### src/b64sc_pkg.sv
`timescale 1ns / 1ps

package b64sc_pkg;

    localparam int unsigned MaxResults = 4;

    localparam logic [1:0] ST_OK       = 2'd0;
    localparam logic [1:0] ST_BAD_CHAR = 2'd1;
    localparam logic [1:0] ST_BAD_LEN  = 2'd2;
    localparam logic [1:0] ST_BAD_PAD  = 2'd3;

    localparam logic [7:0] PadChar     = 8'h3D;
    localparam logic [7:0] SpaceChar   = 8'h20;
    localparam logic [7:0] NewlineChar = 8'h0A;

    typedef struct packed {
        logic [7:0] in_byte;
        logic       in_last;
    } t_in_item;

    typedef struct packed {
        logic [7:0] out_byte;
        logic       has_byte;
        logic       out_last;
        logic [1:0] status;
    } t_out_item;

    // Results caused by one input transaction, slot 0 delivered first.
    typedef struct packed {
        t_out_item [MaxResults-1:0] slot;
        logic [2:0]                 count;
    } t_bundle;

    typedef struct packed {
        logic       bad;
        logic       pad;
        logic [5:0] val;
    } t_dec_char;

    function automatic logic [7:0] enc_char(input logic [5:0] v);
        logic [7:0] w;
        w = {2'b00, v};
        if (v < 6'd26) begin
            return w + 8'd65;
        end else if (v < 6'd52) begin
            return w + 8'd71;
        end else if (v < 6'd62) begin
            return w - 8'd4;
        end else if (v == 6'd62) begin
            return 8'h2B;
        end else begin
            return 8'h2F;
        end
    endfunction

    function automatic t_dec_char dec_char(input logic [7:0] c);
        t_dec_char r;
        r.bad = 1'b0;
        r.pad = 1'b0;
        r.val = 6'd0;
        if (c >= 8'h41 && c <= 8'h5A) begin
            r.val = 6'(c - 8'h41);
        end else if (c >= 8'h61 && c <= 8'h7A) begin
            r.val = 6'(c - 8'h47);
        end else if (c >= 8'h30 && c <= 8'h39) begin
            r.val = 6'(c + 8'h04);
        end else if (c == 8'h2B) begin
            r.val = 6'd62;
        end else if (c == 8'h2F) begin
            r.val = 6'd63;
        end else if (c == PadChar) begin
            r.pad = 1'b1;
        end else begin
            r.bad = 1'b1;
        end
        return r;
    endfunction

endpackage

### src/b64sc_step.sv
`timescale 1ns / 1ps

module b64sc_step (
    input  logic                i_clk,
    input  logic                i_rst_n,
    input  logic                i_cfg_we,
    input  logic                i_cfg_data,
    input  logic                i_load,
    input  b64sc_pkg::t_in_item i_item,
    output b64sc_pkg::t_bundle  o_bundle
);

    logic        r_mode;
    logic [23:0] r_bits;
    logic [1:0]  r_count;
    logic [1:0]  r_pad;
    logic [1:0]  r_err;
    logic        r_seen;

    logic [23:0] n_bits;
    logic [1:0]  n_count;
    logic [1:0]  n_pad;
    logic [1:0]  n_err;
    logic        n_seen;

    always_comb begin
        b64sc_pkg::t_dec_char dc;
        b64sc_pkg::t_out_item item;
        logic [1:0]           pos;
        logic [5:0]           v;
        logic [2:0]           k;
        logic [7:0]           b;

        n_bits  = r_bits;
        n_count = r_count;
        n_pad   = r_pad;
        n_err   = r_err;
        n_seen  = r_seen;
        o_bundle = '0;
        k  = 3'd0;
        b  = i_item.in_byte;
        dc = b64sc_pkg::dec_char(b);
        v  = dc.val;
        pos = r_count;
        item = '0;
        item.has_byte = 1'b1;

        if (!r_mode) begin
            if (pos == 2'd3) begin
                pos = 2'd0;
            end
            unique case (pos)
                2'd0:    n_bits = r_bits | {b, 16'h0000};
                2'd1:    n_bits = r_bits | {8'h00, b, 8'h00};
                default: n_bits = r_bits | {16'h0000, b};
            endcase
            n_count = pos + 2'd1;
            if (pos == 2'd2 || i_item.in_last) begin
                item.out_byte = b64sc_pkg::enc_char(n_bits[23:18]);
                o_bundle.slot[0] = item;
                item.out_byte = b64sc_pkg::enc_char(n_bits[17:12]);
                o_bundle.slot[1] = item;
                item.out_byte = (pos == 2'd0) ? b64sc_pkg::PadChar
                                              : b64sc_pkg::enc_char(n_bits[11:6]);
                o_bundle.slot[2] = item;
                item.out_byte = (pos == 2'd2) ? b64sc_pkg::enc_char(n_bits[5:0])
                                              : b64sc_pkg::PadChar;
                item.out_last = i_item.in_last;
                o_bundle.slot[3] = item;
                o_bundle.count = 3'd4;
                n_bits  = '0;
                n_count = 2'd0;
            end
        end else begin
            if (b != b64sc_pkg::SpaceChar && b != b64sc_pkg::NewlineChar) begin
                n_seen = 1'b1;
                if (dc.bad) begin
                    n_err = b64sc_pkg::ST_BAD_CHAR;
                end else begin
                    if (dc.pad) begin
                        if (pos < 2'd2) begin
                            if (r_err == b64sc_pkg::ST_OK) begin
                                n_err = b64sc_pkg::ST_BAD_PAD;
                            end
                        end else if (pos == 2'd2) begin
                            n_pad[0] = 1'b1;
                        end else begin
                            n_pad[1] = 1'b1;
                        end
                        v = 6'd0;
                    end
                    n_bits = {r_bits[17:0], v};
                    if (pos == 2'd3) begin
                        // The error cannot change on the fourth character.
                        if (r_err == b64sc_pkg::ST_OK) begin
                            item.out_byte = n_bits[23:16];
                            o_bundle.slot[k[1:0]] = item;
                            k = k + 3'd1;
                            if (!n_pad[0]) begin
                                item.out_byte = n_bits[15:8];
                                o_bundle.slot[k[1:0]] = item;
                                k = k + 3'd1;
                            end
                            if (!n_pad[1]) begin
                                item.out_byte = n_bits[7:0];
                                o_bundle.slot[k[1:0]] = item;
                                k = k + 3'd1;
                            end
                        end
                        n_bits  = '0;
                        n_count = 2'd0;
                        n_pad   = 2'd0;
                    end else begin
                        n_count = pos + 2'd1;
                    end
                end
            end
            if (i_item.in_last) begin
                item = '0;
                item.out_last = 1'b1;
                if (n_err == b64sc_pkg::ST_BAD_CHAR) begin
                    item.status = b64sc_pkg::ST_BAD_CHAR;
                end else if (!n_seen) begin
                    item.status = b64sc_pkg::ST_BAD_PAD;
                end else if (n_count != 2'd0) begin
                    item.status = b64sc_pkg::ST_BAD_LEN;
                end else begin
                    item.status = n_err;
                end
                o_bundle.slot[k[1:0]] = item;
                k = k + 3'd1;
            end
            o_bundle.count = k;
        end

        if (i_item.in_last) begin
            n_bits  = '0;
            n_count = 2'd0;
            n_pad   = 2'd0;
            n_err   = b64sc_pkg::ST_OK;
            n_seen  = 1'b0;
        end
    end

    always_ff @(posedge i_clk) begin
        if (!i_rst_n) begin
            r_mode  <= 1'b0;
            r_bits  <= '0;
            r_count <= 2'd0;
            r_pad   <= 2'd0;
            r_err   <= b64sc_pkg::ST_OK;
            r_seen  <= 1'b0;
        end else if (i_cfg_we) begin
            r_mode  <= i_cfg_data;
            r_bits  <= '0;
            r_count <= 2'd0;
            r_pad   <= 2'd0;
            r_err   <= b64sc_pkg::ST_OK;
            r_seen  <= 1'b0;
        end else if (i_load) begin
            r_bits  <= n_bits;
            r_count <= n_count;
            r_pad   <= n_pad;
            r_err   <= n_err;
            r_seen  <= n_seen;
        end
    end

endmodule

### src/b64sc_outq.sv
`timescale 1ns / 1ps

module b64sc_outq (
    input  logic                 i_clk,
    input  logic                 i_rst_n,
    input  logic                 i_load,
    input  b64sc_pkg::t_bundle   i_bundle,
    output logic                 o_free,
    output logic                 o_valid,
    input  logic                 i_ready,
    output b64sc_pkg::t_out_item o_item
);

    b64sc_pkg::t_out_item r_slot [b64sc_pkg::MaxResults];
    logic [2:0]           r_rem;
    logic [1:0]           r_idx;
    logic                 r_out_valid;
    b64sc_pkg::t_out_item r_out;
    logic                 pop;

    assign pop    = (r_rem != 3'd0) && (!r_out_valid || i_ready);
    // The bundle may be refilled in the cycle its final entry moves out.
    assign o_free = (r_rem == 3'd0) || (r_rem == 3'd1 && pop);

    always_ff @(posedge i_clk) begin
        if (!i_rst_n) begin
            r_rem <= 3'd0;
            r_idx <= 2'd0;
        end else if (i_load) begin
            r_rem <= i_bundle.count;
            r_idx <= 2'd0;
        end else if (pop) begin
            r_rem <= r_rem - 3'd1;
            r_idx <= r_idx + 2'd1;
        end
    end

    always_ff @(posedge i_clk) begin
        if (i_load) begin
            for (int i = 0; i < b64sc_pkg::MaxResults; i++) begin
                r_slot[i] <= i_bundle.slot[i];
            end
        end
    end

    always_ff @(posedge i_clk) begin
        if (!i_rst_n) begin
            r_out_valid <= 1'b0;
        end else if (pop) begin
            r_out_valid <= 1'b1;
        end else if (i_ready) begin
            r_out_valid <= 1'b0;
        end
    end

    always_ff @(posedge i_clk) begin
        if (pop) begin
            r_out <= r_slot[r_idx];
        end
    end

    assign o_valid = r_out_valid;
    assign o_item  = r_out;

endmodule

### src/base64_stream_codec.sv
`timescale 1ns / 1ps

// Streaming base64 codec. Input transactions carry one byte and an end-of-stream
// mark on i_valid/o_ready; result transactions carry one character or byte,
// a has-byte flag, an end mark and a status on o_valid/i_ready.
// i_cfg_we writes the mode bit (0 encode, 1 decode) and clears the stream state;
// the user must write it only while the codec is idle, which is not enforced.
// The first result of a transaction passes the input register, then the result
// bundle, then the output register.
// Throughput is set by the single result port, one result per cycle while the
// receiver is ready, and by the result bundle, which takes the next transaction
// only as its final result moves out: in encoding, only the byte that closes a
// group or the stream gives results, four of them, and the bytes before it give
// none; in decoding, only the character that closes a group or the stream gives
// results, up to four.
// One input transaction is held while the previous one's results drain, so
// input and output run concurrently.
// Reset clears every register of control state and selects encode mode.
// When the receiver stalls, the output register holds its result, the bundle
// fills behind it and then o_ready drops; nothing is lost.
module base64_stream_codec (
    input  logic                 i_clk,
    input  logic                 i_rst_n,
    input  logic                 i_cfg_we,
    input  logic                 i_cfg_data,
    input  logic                 i_valid,
    output logic                 o_ready,
    input  b64sc_pkg::t_in_item  i_item,
    output logic                 o_valid,
    input  logic                 i_ready,
    output b64sc_pkg::t_out_item o_item
);

    logic                r_in_valid;
    b64sc_pkg::t_in_item r_in;
    logic                load;
    logic                q_free;
    b64sc_pkg::t_bundle  bundle;

    assign load    = r_in_valid && q_free;
    assign o_ready = !r_in_valid || load;

    always_ff @(posedge i_clk) begin
        if (!i_rst_n) begin
            r_in_valid <= 1'b0;
        end else if (o_ready) begin
            r_in_valid <= i_valid;
        end
    end

    always_ff @(posedge i_clk) begin
        if (o_ready && i_valid) begin
            r_in <= i_item;
        end
    end

    b64sc_step u_step (
        .i_clk      (i_clk),
        .i_rst_n    (i_rst_n),
        .i_cfg_we   (i_cfg_we),
        .i_cfg_data (i_cfg_data),
        .i_load     (load),
        .i_item     (r_in),
        .o_bundle   (bundle)
    );

    b64sc_outq u_outq (
        .i_clk    (i_clk),
        .i_rst_n  (i_rst_n),
        .i_load   (load),
        .i_bundle (bundle),
        .o_free   (q_free),
        .o_valid  (o_valid),
        .i_ready  (i_ready),
        .o_item   (o_item)
    );

endmodule

### config.mk
export PLATFORM = sky130hd
export DESIGN_NAME = base64_stream_codec
export DESIGN_NICKNAME = d
export VERILOG_FILES = /design/src/b64sc_pkg.sv /design/src/b64sc_step.sv /design/src/b64sc_outq.sv /design/src/base64_stream_codec.sv
export SDC_FILE = /design/constraint.sdc
export NUM_CORES = 1
export LEC_CHECK = 0
export ABC_AREA = 1
export BUFFER_PORTS_ARGS = -buffer_cell sky130_fd_sc_hd__buf_2
export CAP_MARGIN = 30
export CORE_ASPECT_RATIO = 0.7
export CORE_UTILIZATION = 40
export CTS_CLUSTER_SIZE = 28
export DETAILED_ROUTE_END_ITERATION = 6
export PLACE_DENSITY = 0.56
export SLEW_MARGIN = 10
export SYNTH_ARGS = -nofsm -noshare
export SYNTH_HDL_FRONTEND = slang
export SYNTH_SLANG_ARGS = --single-unit
### constraint.sdc
create_clock -name i_clk -period 3.05 [get_ports i_clk]
set_clock_uncertainty 0.05 [all_clocks]
set_input_delay 0 -clock i_clk [delete_from_list [all_inputs] [get_ports i_clk]]
set_output_delay 0 -clock i_clk [all_outputs]
set_load 0.01 [all_outputs]
==> out/results.ini <==
[run_status]
status = finished clean

[critical_path]
cp_top_family = simple AND/OR/NAND/NOR gates
arrival_ns = 3.05
path_cells = buf_4 > buf_4 > ha_2 > nand2_1 > inv_1 > nand3_1 > nand3_2 > nor2_4 > nand3_4 > nand2_4 > inv_2 > nand3b_1 > inv_2 > ha_2 > nand2_1 > nand2_2 > nor2_4 > nand2_4 > o21ai_1
crit_fanout = 7
cpPeakStageDelay_ns = 0.44
reg2reg_from = r_in[1]$_DFFE_PP_
startpoint = r_in[1]$_DFFE_PP_
worst_path_max_delay_cell = edfxtp_1
cp.required_ns = 3.21
crit_type = register to register
cp-start-kind = register
crit_buf_inv = 5
cp-end-kind = register

[floorplanning]
fp.coreArea_sq_um = 18900
dieArea_sq_um = 19900
rows = 42
die_x_um = 168
ios = 29
initial_core_util_pct = 40.8
die_h_um = 118

[synthesis]
yosys-top-cells-area = edfxtp_1 (27%), dfxtp_1 (10%), nand2_1 (9.3%)
syn_area_sq_um = 7720
yosys_register_bits = 108
synth-main-ff-cell = edfxtp_1
yosysTopAreaCellShare_pct = 26.8
netlist_instances = 1008
synth_top_area_cell = edfxtp_1
synth_enable_flop_cells = 69
ys_seq_area_share_pct = 37.0
ys_types = 51
synthArstFlopShare_pct = 0
syn-num-nets = 1069
yosysWarnings = 0
syn_avg_cell_area_sq_um = 7.66

[layout]
register_area_sq_um = 2850
layout.cells.non_filler = 1357
nets = 1171
multi_input_area_sq_um = 4310
area_growth_syn_to_layout_pct = 18.8
mostFrequentLayoutCells = nand2_1 (186), nor2_1 (95), inv_1 (91)
fillers = 1883
num_antenna_cells = 0
drive_above_1_share_pct = 21.6
layout.cells.most_common = nand2_1

[clock_network]
cts_tree = done
clk_pin_slew_worst_paths_ns = 0.08
clk_latency_ns = 0.36
cts_max_level = 3
clock-sinks = 108
cts_root_buf = clkbuf_16
cts_buffers = 9
clock_path_buffers = 2

[worst_hold_path]
hp-class = primary input to register
hold_start = i_cfg_we

[placement]
dp.cells = 1321
place_ws_ns = -0.159
place_congestion = 0.896
dpl.hpwl_um = 18600
portBuffers = 28

[sta]
setup_slack_ns = 0.161
setup_viol = 0
worst_pin_slew_ns = 0.739
whs_ns = 0.120
min_period_ns = 2.89
hold_viol = 0
drv_slew = 0
finalCritPeriodShare_pct = 94.7
rsz0062_at_grt = true
relSlewSlack_pct = 50.7
fmax_mhz = 346

[run]
maxCapViolCount = 0

[global_route]
grt_pass1_wl_um = 37900
antenna_found_initial = 0
grt_max_degree = 51
grt-busiest-layer = met1
gr-usage-met1_pct = 38.6
grt_util_met2_pct = 35.5
grt_use_met3_pct = 4.49
overflow = 0
grt_pass1_vias = 6673
grt_usage_pct = 25.0

[power]
power_frac_comb_pct = 39.0
p_leak_nw = 3.93
switchingPower_w = 0.00220
seqPwrFrac_pct = 38.5
clkPwrFrac_pct = 22.4
p_per_area_nw_per_um2 = 597
switching_share_pct = 40.2
irDropWorstVdd_mv = 0.323
power.internal_w = 0.00327

[drt]
drt_wl_total_um = 24300
vias = 7315
drt-vias-per-instance = 5.39
wl_per_cell_um = 17.9
drt_iter0_markers = 730
first_pass_iters = 6
ant_nets = 0
drc = 0

layout make-up:
type | instances | area share, %
Clock inverter | 7 | 0.833
Timing Repair Buffer | 123 | 9.76
Clock buffer | 9 | 2.46
Inverter | 131 | 5.53
Multi-Input combinational cell | 737 | 47.0
Sequential cell | 108 | 31.1
Tap cell | 242 | 3.30
registers in the layout, indices dropped and copies added (netlist names), 2 cells and up:
| register | flops |
|---|---|
| u_step.r_err | 2 |
| u_step.r_bits | 24 |
| u_outq.r_rem | 3 |
| u_outq.r_idx | 2 |
| r_in | 9 |
| u_step.r_pad | 2 |
| u_step.r_count | 2 |
| u_outq.o_item | 12 |
| u_outq.r_slot | 48 |
per-stage QoR:
stage               total power, W  area (sq um)  TNS [ns]  util [%]
finish                     0.00547          9170         0      48.5
global placement           0.00421          8540    -0.184      45.1
CTS                        0.00544          9020         0      47.7
floorplan                  0.00349          7730         0         -
detailed placement         0.00420          8540     -1.53      45.1
global route               0.00578          9170    -0.126      48.5
cells by family (layout without fill, tap and decap cells):
group | Yosys count | count (layout) | share of synthesized area, %
buffers and inverters | 163 | 270 | 9.05
adders and majority gates | 46 | 46 | 7.46
AOI/OAI and AO/OA | 252 | 252 | 19.1
DFF | 108 | 108 | 37.0
and+or+nand+nor | 412 | 412 | 24.3
xor gates and xnor gates | 27 | 27 | 3.06
per-layer routing:
layer	up-vias	part of all wire, %
li1	3608	-
met1	3397	49
met2	285	41
met3	25	7.9
met4	0	1.3
met5	-	0
worst min-delay path, stage by stage:
cell and delay [ns]:
buf_2 0.10, nor2_1 0.05, buf_4 0.20, o21ai_0 0.10
nor2_1 0.04
cell usage after synthesis, types with 26 or more instances:
master	instances
nand3_1	56
nor2_1	98
nand2_1	192
o21ai_0	64
o21ai_1	35
inv_2	26
inv_1	99
dfxtp_1	39
a21oi_1	71
edfxtp_1	69
ha_1	46
final timing paths:
path / slack, ns / to / cells after the start
hold reg to reg: 0.43 / u_step.r_seen$_SDFFE_PP0P_ / 2
setup / recovery: 0.16 / u_outq.r_slot[2][9]$_DFFE_PP_ / 19
hold / removal: 0.12 / u_step.r_bits[1]$_SDFFE_PP0P_ / 5
setup reg to reg: 0.16 / u_outq.r_slot[2][9]$_DFFE_PP_ / 19
what timing repair did:
action                                  4_1_cts  5_1_grt
gates resized for setup                       5       38
hold buffers                                 15        0
setup buffers                                 2        3
pin swaps                                     3        9
endpoints found under the hold margin        17        0
endpoints found under the setup margin       24       42
power by group through the flow:
stage               Sequential (W)  Combinational (W)  Clock (W)
floorplan                  0.00215            0.00134          0
global placement           0.00214            0.00207          0
detailed placement         0.00214            0.00206          0
CTS                        0.00211            0.00209    0.00124
global route               0.00214            0.00236    0.00128
finish                     0.00211            0.00214    0.00123
No activity file was read; power rests on OpenSTA's default activity.
